## config.mk

```make
export PLATFORM = sky130hd
export DESIGN_NAME = second_chance_page_replacement_top
export DESIGN_NICKNAME = d
export VERILOG_FILES = /design/src/hw/rtl/scpr_pkg.sv /design/src/hw/rtl/scpr_cell.sv /design/src/hw/rtl/second_chance_page_replacement_top.sv
export SDC_FILE = /design/constraint.sdc
export NUM_CORES = 1
export LEC_CHECK = 0
export BUFFER_PORTS_ARGS = -buffer_cell sky130_fd_sc_hd__buf_4
export CAP_MARGIN = 20
export CELL_PAD_IN_SITES_DETAIL_PLACEMENT = 1
export CELL_PAD_IN_SITES_GLOBAL_PLACEMENT = 1
export CORE_ASPECT_RATIO = 2
export CORE_MARGIN = 4
export CORE_UTILIZATION = 46
export CTS_CLUSTER_SIZE = 28
export DETAILED_ROUTE_END_ITERATION = 8
export PLACE_DENSITY = 0.76
export SETUP_SLACK_MARGIN = 0.02
export SLEW_MARGIN = 15
export SYNTH_ARGS = -nofsm -noshare
export SYNTH_HDL_FRONTEND = slang
export SYNTH_HIERARCHICAL = 1
export SYNTH_SLANG_ARGS = --single-unit
```

## constraint.sdc

```tcl
create_clock -name clk -period 10.5 [get_ports clk]
set_input_delay 1.575 -clock clk [delete_from_list [all_inputs] [get_ports clk]]
set_output_delay 1.575 -clock clk [all_outputs]
set_load 0.01 [all_outputs]
```

## src/hw/rtl/scpr_pkg.sv

```systemverilog
// Shared types and constants for the second-chance page replacement block.
`default_nettype none
package scpr_pkg;

  localparam int CFG_W      = 5;   // frames_in_use register width
  localparam int PAGE_IN_W  = 16;  // page number port width
  localparam int IDX_OUT_W  = 4;   // frame index port width
  localparam int COUNT_W    = 32;  // fault counter width

  localparam logic [CFG_W-1:0] FIU_RESET = 5'd16;

  typedef enum logic [1:0] {
    ST_IDLE,
    ST_LOOKUP,
    ST_SWEEP
  } state_t;

  typedef enum logic [2:0] {
    OP_NONE,
    OP_CLEAR,
    OP_HIT,
    OP_MISS,
    OP_SWEEP
  } cell_op_t;

  // per-cell links from the top level / left neighbor
  typedef struct packed {
    logic active;    // cell lies inside the active frame set
    logic is_home;   // cell 0: where the hand parks after clear or wrap
    logic stray;     // no active cell holds the hand
    logic tok_prev;  // hand handed over by the neighbor
    logic seen_in;   // an earlier cell already matched
  } cell_in_t;

  // per-cell status back to the top level / right neighbor
  typedef struct packed {
    logic tok;
    logic used;
    logic valid;
    logic hit_here;
    logic seen_out;
  } cell_out_t;

endpackage
`default_nettype wire

```

## src/hw/rtl/scpr_cell.sv

```systemverilog
// One frame cell: tag, valid mark, used bit and hand token.
`default_nettype none
module scpr_cell #(
  parameter int PAGE_BITS = 16
) (
  input  wire logic                 clk,
  input  wire logic                 rst_n,
  input  wire scpr_pkg::cell_op_t   op,
  input  wire logic [PAGE_BITS-1:0] page,
  input  wire scpr_pkg::cell_in_t   link_in,
  output scpr_pkg::cell_out_t       link_out,
  output logic [PAGE_BITS-1:0]      tag
);
  import scpr_pkg::*;

  logic                 valid_r, valid_nxt;
  logic                 used_r, used_nxt;
  logic                 tok_r, tok_nxt;
  logic [PAGE_BITS-1:0] tag_r, tag_nxt;
  logic                 match;
  logic                 tok_norm;

  assign match    = link_in.active & valid_r & (tag_r == page);
  assign tok_norm = (tok_r & link_in.active) | (link_in.is_home & link_in.stray);

  always_comb begin
    valid_nxt = valid_r;
    used_nxt  = used_r;
    tok_nxt   = tok_r;
    tag_nxt   = tag_r;
    case (op)
      OP_CLEAR: begin
        valid_nxt = 1'b0;
        used_nxt  = 1'b0;
        tok_nxt   = link_in.is_home;
      end
      OP_HIT: begin
        tok_nxt = tok_norm;
        if (match && !link_in.seen_in) begin
          used_nxt = 1'b1;
        end
      end
      OP_MISS: begin
        tok_nxt = tok_norm;
      end
      OP_SWEEP: begin
        tok_nxt = link_in.tok_prev;
        if (tok_r) begin
          if (used_r) begin
            used_nxt = 1'b0;
          end else begin
            valid_nxt = 1'b1;
            used_nxt  = 1'b1;
            tag_nxt   = page;
          end
        end
      end
      default: begin
      end
    endcase
  end

  always_ff @(posedge clk) begin
    if (!rst_n) begin
      valid_r <= 1'b0;
      used_r  <= 1'b0;
      tok_r   <= link_in.is_home;
    end else begin
      valid_r <= valid_nxt;
      used_r  <= used_nxt;
      tok_r   <= tok_nxt;
    end
  end

  always_ff @(posedge clk) begin
    tag_r <= tag_nxt;
  end

  assign link_out.tok      = tok_r;
  assign link_out.used     = used_r;
  assign link_out.valid    = valid_r;
  assign link_out.hit_here = match & ~link_in.seen_in;
  assign link_out.seen_out = link_in.seen_in | match;
  assign tag               = tag_r;

endmodule
`default_nettype wire

```

## src/hw/rtl/second_chance_page_replacement_top.sv

```systemverilog
// Top level: second-chance (clock) page replacement over a row of frame cells.
// A hit is resolved in LOOKUP; a miss goes on to SWEEP, where the hand clears one used
//   bit per cycle among the nf active frames until it reaches a clear one, which it loads.
// A new reference is taken only while idle; start is taken again in the strobe
//   cycle.
// The receiver cannot stall: out_valid is a one-cycle strobe.
// Reset (rst_n, synchronous): frames empty, hand at frame 0, count 0, nf 16.
`default_nettype none
module second_chance_page_replacement_top #(
  parameter int FRAMES    = 16,
  parameter int PAGE_BITS = 16
) (
  input  wire logic                                clk,
  input  wire logic                                rst_n,
  // command channel
  input  wire logic                                start,
  output logic                                     busy,
  input  wire logic [scpr_pkg::PAGE_IN_W-1:0]      in_page_number,
  input  wire logic                                in_restart,
  // result channel
  output logic                                     out_valid,
  output logic                                     out_hit,
  output logic [scpr_pkg::IDX_OUT_W-1:0]           out_frame_index,
  output logic                                     out_evicted_valid,
  output logic [scpr_pkg::PAGE_IN_W-1:0]           out_evicted_page,
  output logic [scpr_pkg::COUNT_W-1:0]             out_fault_count,
  // configuration channel
  input  wire logic                                cfg_valid,
  output logic                                     cfg_ready,
  input  wire logic [scpr_pkg::CFG_W-1:0]          cfg_frames_in_use
);
  import scpr_pkg::*;

  localparam int IDX_W = (FRAMES > 1) ? $clog2(FRAMES) : 1;
  // width for frame counts: holds both the 5-bit register and FRAMES
  localparam int CMP_W = ($clog2(FRAMES + 1) > CFG_W) ? $clog2(FRAMES + 1) : CFG_W;

  state_t state_r, state_nxt;

  logic [CFG_W-1:0]     fiu_r;
  logic [PAGE_BITS-1:0] page_r;
  logic [COUNT_W-1:0]   faults_r, faults_nxt;

  logic                 out_valid_r, out_valid_nxt;
  logic                 out_hit_r, out_hit_nxt;
  logic [IDX_W-1:0]     out_idx_r, out_idx_nxt;
  logic                 out_ev_valid_r, out_ev_valid_nxt;
  logic [PAGE_BITS-1:0] out_ev_page_r, out_ev_page_nxt;
  logic [COUNT_W-1:0]   out_fault_r, out_fault_nxt;

  cell_op_t             op;
  logic                 accept;

  cell_in_t  link_in  [FRAMES];
  cell_out_t link_out [FRAMES];
  logic [PAGE_BITS-1:0] tags [FRAMES];

  logic [FRAMES-1:0] active;
  logic [FRAMES-1:0] last;

  logic [CMP_W-1:0] cfg_ext;
  logic [CMP_W-1:0] nf;

  // reductions over the row
  logic                 hit_any;
  logic                 stray;
  logic                 wrap_tok;
  logic                 sel_used;
  logic                 sel_valid;
  logic [PAGE_BITS-1:0] sel_tag;
  logic [IDX_W-1:0]     hand_idx;
  logic [IDX_W-1:0]     hit_idx;

  assign accept    = start & ~busy;
  assign cfg_ready = 1'b1;

  // effective frame count: 0 acts as 1, above FRAMES acts as FRAMES
  assign cfg_ext = CMP_W'(fiu_r);
  always_comb begin
    if (fiu_r == '0) begin
      nf = CMP_W'(1);
    end else if (cfg_ext > CMP_W'(FRAMES)) begin
      nf = CMP_W'(FRAMES);
    end else begin
      nf = cfg_ext;
    end
  end

  // ---------------------------------------------------------------------------
  // Cell row. The hit search runs as a priority chain (seen passes rightward);
  // the hand is a token passed one cell per cycle during a sweep, wrapping from the last
  // active cell back to cell 0.
  // ---------------------------------------------------------------------------
  genvar g;
  generate
    for (g = 0; g < FRAMES; g++) begin : g_cell
      assign active[g] = (CMP_W'(g) < nf);
      assign last[g]   = (CMP_W'(g) == (nf - CMP_W'(1)));

      assign link_in[g].active  = active[g];
      assign link_in[g].is_home = (g == 0);
      assign link_in[g].stray   = stray;
      if (g == 0) begin : g_first
        assign link_in[g].tok_prev = wrap_tok;
        assign link_in[g].seen_in  = 1'b0;
      end else begin : g_rest
        assign link_in[g].tok_prev = link_out[g-1].tok & ~last[g-1];
        assign link_in[g].seen_in  = link_out[g-1].seen_out;
      end

      scpr_cell #(
        .PAGE_BITS (PAGE_BITS)
      ) u_cell (
        .clk      (clk),
        .rst_n    (rst_n),
        .op       (op),
        .page     (page_r),
        .link_in  (link_in[g]),
        .link_out (link_out[g]),
        .tag      (tags[g])
      );
    end
  endgenerate

  assign hit_any = link_out[FRAMES-1].seen_out;

  // OR-reductions: the hand token and the hit flag are one-hot
  always_comb begin
    wrap_tok  = 1'b0;
    stray     = 1'b1;
    sel_used  = 1'b0;
    sel_valid = 1'b0;
    sel_tag   = '0;
    hand_idx  = '0;
    hit_idx   = '0;
    for (int i = 0; i < FRAMES; i++) begin
      if (link_out[i].tok) begin
        sel_used  = sel_used | link_out[i].used;
        sel_valid = sel_valid | link_out[i].valid;
        sel_tag   = sel_tag | tags[i];
        hand_idx  = hand_idx | IDX_W'(i);
        if (last[i]) begin
          wrap_tok = 1'b1;
        end
        if (active[i]) begin
          stray = 1'b0;
        end
      end
      if (link_out[i].hit_here) begin
        hit_idx = hit_idx | IDX_W'(i);
      end
    end
  end

  // ---------------------------------------------------------------------------
  // Sequencer: IDLE -> LOOKUP (parallel compare) -> SWEEP (hand walk on a miss)
  // ---------------------------------------------------------------------------
  always_comb begin
    state_nxt = state_r;
    case (state_r)
      ST_IDLE: begin
        if (start) begin
          state_nxt = ST_LOOKUP;
        end
      end
      ST_LOOKUP: begin
        state_nxt = hit_any ? ST_IDLE : ST_SWEEP;
      end
      ST_SWEEP: begin
        if (!sel_used) begin
          state_nxt = ST_IDLE;
        end
      end
      default: begin
        state_nxt = ST_IDLE;
      end
    endcase
  end

  always_comb begin
    busy = (state_r != ST_IDLE);
    op   = OP_NONE;
    case (state_r)
      ST_IDLE: begin
        if (start && in_restart) begin
          op = OP_CLEAR;
        end
      end
      ST_LOOKUP: begin
        op = hit_any ? OP_HIT : OP_MISS;
      end
      ST_SWEEP: begin
        op = OP_SWEEP;
      end
      default: begin
        op = OP_NONE;
      end
    endcase
  end

  // fault counter and result word
  always_comb begin
    faults_nxt       = faults_r;
    out_valid_nxt    = 1'b0;
    out_hit_nxt      = out_hit_r;
    out_idx_nxt      = out_idx_r;
    out_ev_valid_nxt = out_ev_valid_r;
    out_ev_page_nxt  = out_ev_page_r;
    out_fault_nxt    = out_fault_r;
    case (state_r)
      ST_IDLE: begin
        if (accept && in_restart) begin
          faults_nxt = '0;
        end
      end
      ST_LOOKUP: begin
        if (hit_any) begin
          out_valid_nxt    = 1'b1;
          out_hit_nxt      = 1'b1;
          out_idx_nxt      = hit_idx;
          out_ev_valid_nxt = 1'b0;
          out_ev_page_nxt  = '0;
          out_fault_nxt    = faults_r;
        end else if (faults_r != '1) begin
          faults_nxt = faults_r + COUNT_W'(1);
        end
      end
      ST_SWEEP: begin
        if (!sel_used) begin
          out_valid_nxt    = 1'b1;
          out_hit_nxt      = 1'b0;
          out_idx_nxt      = hand_idx;
          out_ev_valid_nxt = sel_valid;
          out_ev_page_nxt  = sel_valid ? sel_tag : '0;
          out_fault_nxt    = faults_r;
        end
      end
      default: begin
      end
    endcase
  end

  always_ff @(posedge clk) begin
    if (!rst_n) begin
      state_r     <= ST_IDLE;
      fiu_r       <= FIU_RESET;
      faults_r    <= '0;
      out_valid_r <= 1'b0;
    end else begin
      state_r     <= state_nxt;
      faults_r    <= faults_nxt;
      out_valid_r <= out_valid_nxt;
      if (cfg_valid && cfg_ready) begin
        fiu_r <= cfg_frames_in_use;
      end
    end
  end

  always_ff @(posedge clk) begin
    if (accept) begin
      page_r <= PAGE_BITS'(in_page_number);
    end
    out_hit_r      <= out_hit_nxt;
    out_idx_r      <= out_idx_nxt;
    out_ev_valid_r <= out_ev_valid_nxt;
    out_ev_page_r  <= out_ev_page_nxt;
    out_fault_r    <= out_fault_nxt;
  end

  assign out_valid         = out_valid_r;
  assign out_hit           = out_hit_r;
  assign out_frame_index   = IDX_OUT_W'(out_idx_r);
  assign out_evicted_valid = out_ev_valid_r;
  assign out_evicted_page  = PAGE_IN_W'(out_ev_page_r);
  assign out_fault_count   = out_fault_r;

endmodule
`default_nettype wire

```

==> summary.txt <==
Timing
  • Least-Margin Pin Slew: roughly 1300 ps
  • Clock Skew: 22.4 ps
  • Pins Over Slew Limit: 0
  • Final worst-path setup slack: 1940 ps
  • Final Setup Violations: 0
  • RSZ-0062 raised after global routing: no
  • Fin crit share: 81.6%
  • Fin crit period: 8560 ps
  • Setup TNS: 0 ps
  • Final hold violations: 0
  • Fmax: 0.117 GHz
  • Slew headroom: 16.5%

Detailed routing
  • Iter 0 DRT Violations: approximately 1,800
  • # DRC: 0
  • WL/cell: 33.4 um
  • Vias: 17,103
  • Post-DRT Antenna Nets: 0
  • Drt pass-1 iters: 7
  • Final WL: 87,500 um
  • Drt via density: 6.52

Clock network
  • CTS buffer count: 39
  • Bufs on Longest Clock Path: 3
  • CTS sink cnt: 414
  • Clock network latency to the later pin of the worst-skew pair: 570 ps
  • Setup bufs post-CTS: 0
  • Post-CTS resize count: 0
  • # hold bufs at CTS: 0
  • Reg clk slew, reported paths: 60 ps
  • Clock root buffer master: clkbuf_16
  • CTS tree: yes
  • CTS H-tree depth: 2

Floorplan
  • CORE AREA: ~48,000 um^2
  • Initial Utilization: 46.6%
  • Die height: 319 um
  • Die ar.: 52,100 um^2
  • Core Rows: 113
  • Top-Level Pins: 83
  • DIE WIDTH: 163 um

Place
  • Post-DP HPWL: 62,200 um
  • DP Cell Count: about 2,500
  • Placed instance area: approximately 24,000 um^2
  • I/O Buffers: 81
  • Dpl ws: 2060 ps
  • Final RePlAce weighted congestion: 0.974

Cells and area
  • Design area: 25,400 um^2
  • Final Net Count: 1,990
  • Layout area overhead: 14.3%
  • Final Instance Count excl. Fillers: ~2,600
  • Share of layout cells above drive strength 1: 18.3%

Critical path
  • Class of the most critical setup path: register to register
  • Crit-path max FO: 25
  • Crit end category: register
  • Arrival time at the worst endpoint: slightly below 9000 ps
  • CP startpoint kind: register
  • CP required: between 10,000 and 15,000 ps

Synthesis
  • Syn Inst Count: 1,846
  • Mapped Area: approximately 22,000 um^2
  • Yosys warnings: 6
  • Mean Syn Cell Area: between 10 and 15 um^2

Global route
  • Global-route wire length before repair: 123,000 um
  • GRT Total Usage: 32.9%
  • Largest net degree at the start of global routing: 57
  • Vias in the first global route: 17,781
  • Initial antenna violation count: 3
  • Overflow after GRT: 0

Status
  • Outcome: finished, final reports clean

Power
  • Maximum VDD drop: 0.156 mV
  • Lkg Pwr: 0.00839 uW
  • Pwr Density: approximately 160 nW/um^2

Worst hold path
  • Hold Path Class: register to register

Run
  • Max cap viols: 0
-- state kept, by name (all words and copies together), names as in the netlist, 5 cells and up --
register and cells:
cfg_ext 5, g_cell.u_cell/tok_r 16, faults_r 32, out_evicted_page 16, g_cell.u_cell/used_r 16, g_cell.u_cell/tag 256, page_r 16, g_cell.u_cell/valid_r 16
out_fault_count 32
-- per-stage QoR --
step / total power [uW] / utilization (%) / hold slack [ps]
2_1_floorplan: 2310 / - / 443
3_3_place_gp: 2540 / 50.0 / 463
3_5_place_dp: 2560 / 50.1 / 460
4_1_cts: 4140 / 53.0 / 486
5_1_grt: 4260 / 53.3 / 503
6_report: 4140 / 53.3 / 484
-- path summary, 6_finish.rpt --
path | startpoint | endpoint | slack (ps) | depth (start not counted)
hold reg to reg | faults_r[28]$_SDFFE_PN0P_ | out_fault_count[28]$_DFFE_PP_ | 480 | 0
setup reg to reg | cfg_ext[4]$_SDFFE_PN1P_ | g_cell[7].u_cell/tag[12]$_DFFE_PP_ | 1940 | 27
hold / removal | faults_r[28]$_SDFFE_PN0P_ | out_fault_count[28]$_DFFE_PP_ | 480 | 0
setup / recovery | cfg_ext[4]$_SDFFE_PN1P_ | g_cell[7].u_cell/tag[12]$_DFFE_PP_ | 1940 | 27
-- cell usage in the layout (no fill, tap or decap), types with 17 or more instances in the layout --
| master | count |
|---|---|
| o21a_1 | 19 |
| xor2_1 | 211 |
| and3_1 | 21 |
| nand3b_1 | 18 |
| nand3_1 | 68 |
| nor2_1 | 63 |
| buf_4 | 141 |
| nand4_1 | 23 |
| xnor2_1 | 80 |
| nand2_1 | 50 |
| and2_1 | 21 |
| nor2b_1 | 22 |
| o21ai_0 | 77 |
| dfxtp_1 | 72 |
| edfxtp_1 | 342 |
| mux2i_1 | 23 |
| nor4_2 | 48 |
| conb_1 | 37 |
| nand2b_1 | 38 |
| nor4b_1 | 18 |
| a21oi_1 | 63 |
| o21bai_1 | 34 |
| nor4_1 | 17 |
| nor3_1 | 27 |
| clkbuf_16 | 40 |
| a22oi_1 | 93 |
| a221oi_1 | 28 |
| a22o_1 | 46 |
| inv_1 | 25 |
-- power breakdown --
part           internal, uW  switching [uW]  leakage (uW)
Sequential             1840            39.5       0.00373
Combinational           223             460       0.00398
Clock                   927             657      0.000675
-- metal layers --
layer | vias up | GRT usage [%] | part of all wire, %
met5 | - | 0 | 0.014
li1 | 7225 | - | -
met3 | 355 | 6.10 | 6.1
met2 | 858 | 57.6 | 50
met1 | 8663 | 31.0 | 30
met4 | 2 | 32.5 | 13
-- layout make-up --
| type | instances | area, um^2 |
|---|---|---|
| Sequential cell | 414 | 11700 |
| Timing Repair Buffer | 155 | 1240 |
| Clock buffer | 49 | 1030 |
| Clock inverter | 23 | 360 |
| Fill cell | 4923 | 22300 |
| Inverter | 26 | 97.6 |
| Tap cell | 632 | 791 |
| Antenna cell | 1 | 2.50 |
| Multi-Input combinational cell | 1323 | 10100 |
-- worst max-delay path, cell delays in order (launching register included) --
cell and delay [ps]:
dfxtp_1 520, nor2_1 320, inv_1 150, or3_1 370
and3_1 200, nand3_1 160, o21bai_1 160, o21bai_1 250
o21bai_1 320, o21bai_1 330, o21bai_1 260, o21bai_1 230
o21bai_1 290, o21bai_1 480, o21bai_1 350, o21bai_1 240
o21bai_1 240, o21bai_1 330, o21bai_1 350, o21bai_1 260
o21bai_1 260, nand2b_1 250, a21oi_4 670, buf_4 430
buf_4 350, nor2b_1 110, nor4bb_4 160, buf_4 240
No activity file was read; power rests on OpenSTA's default activity.
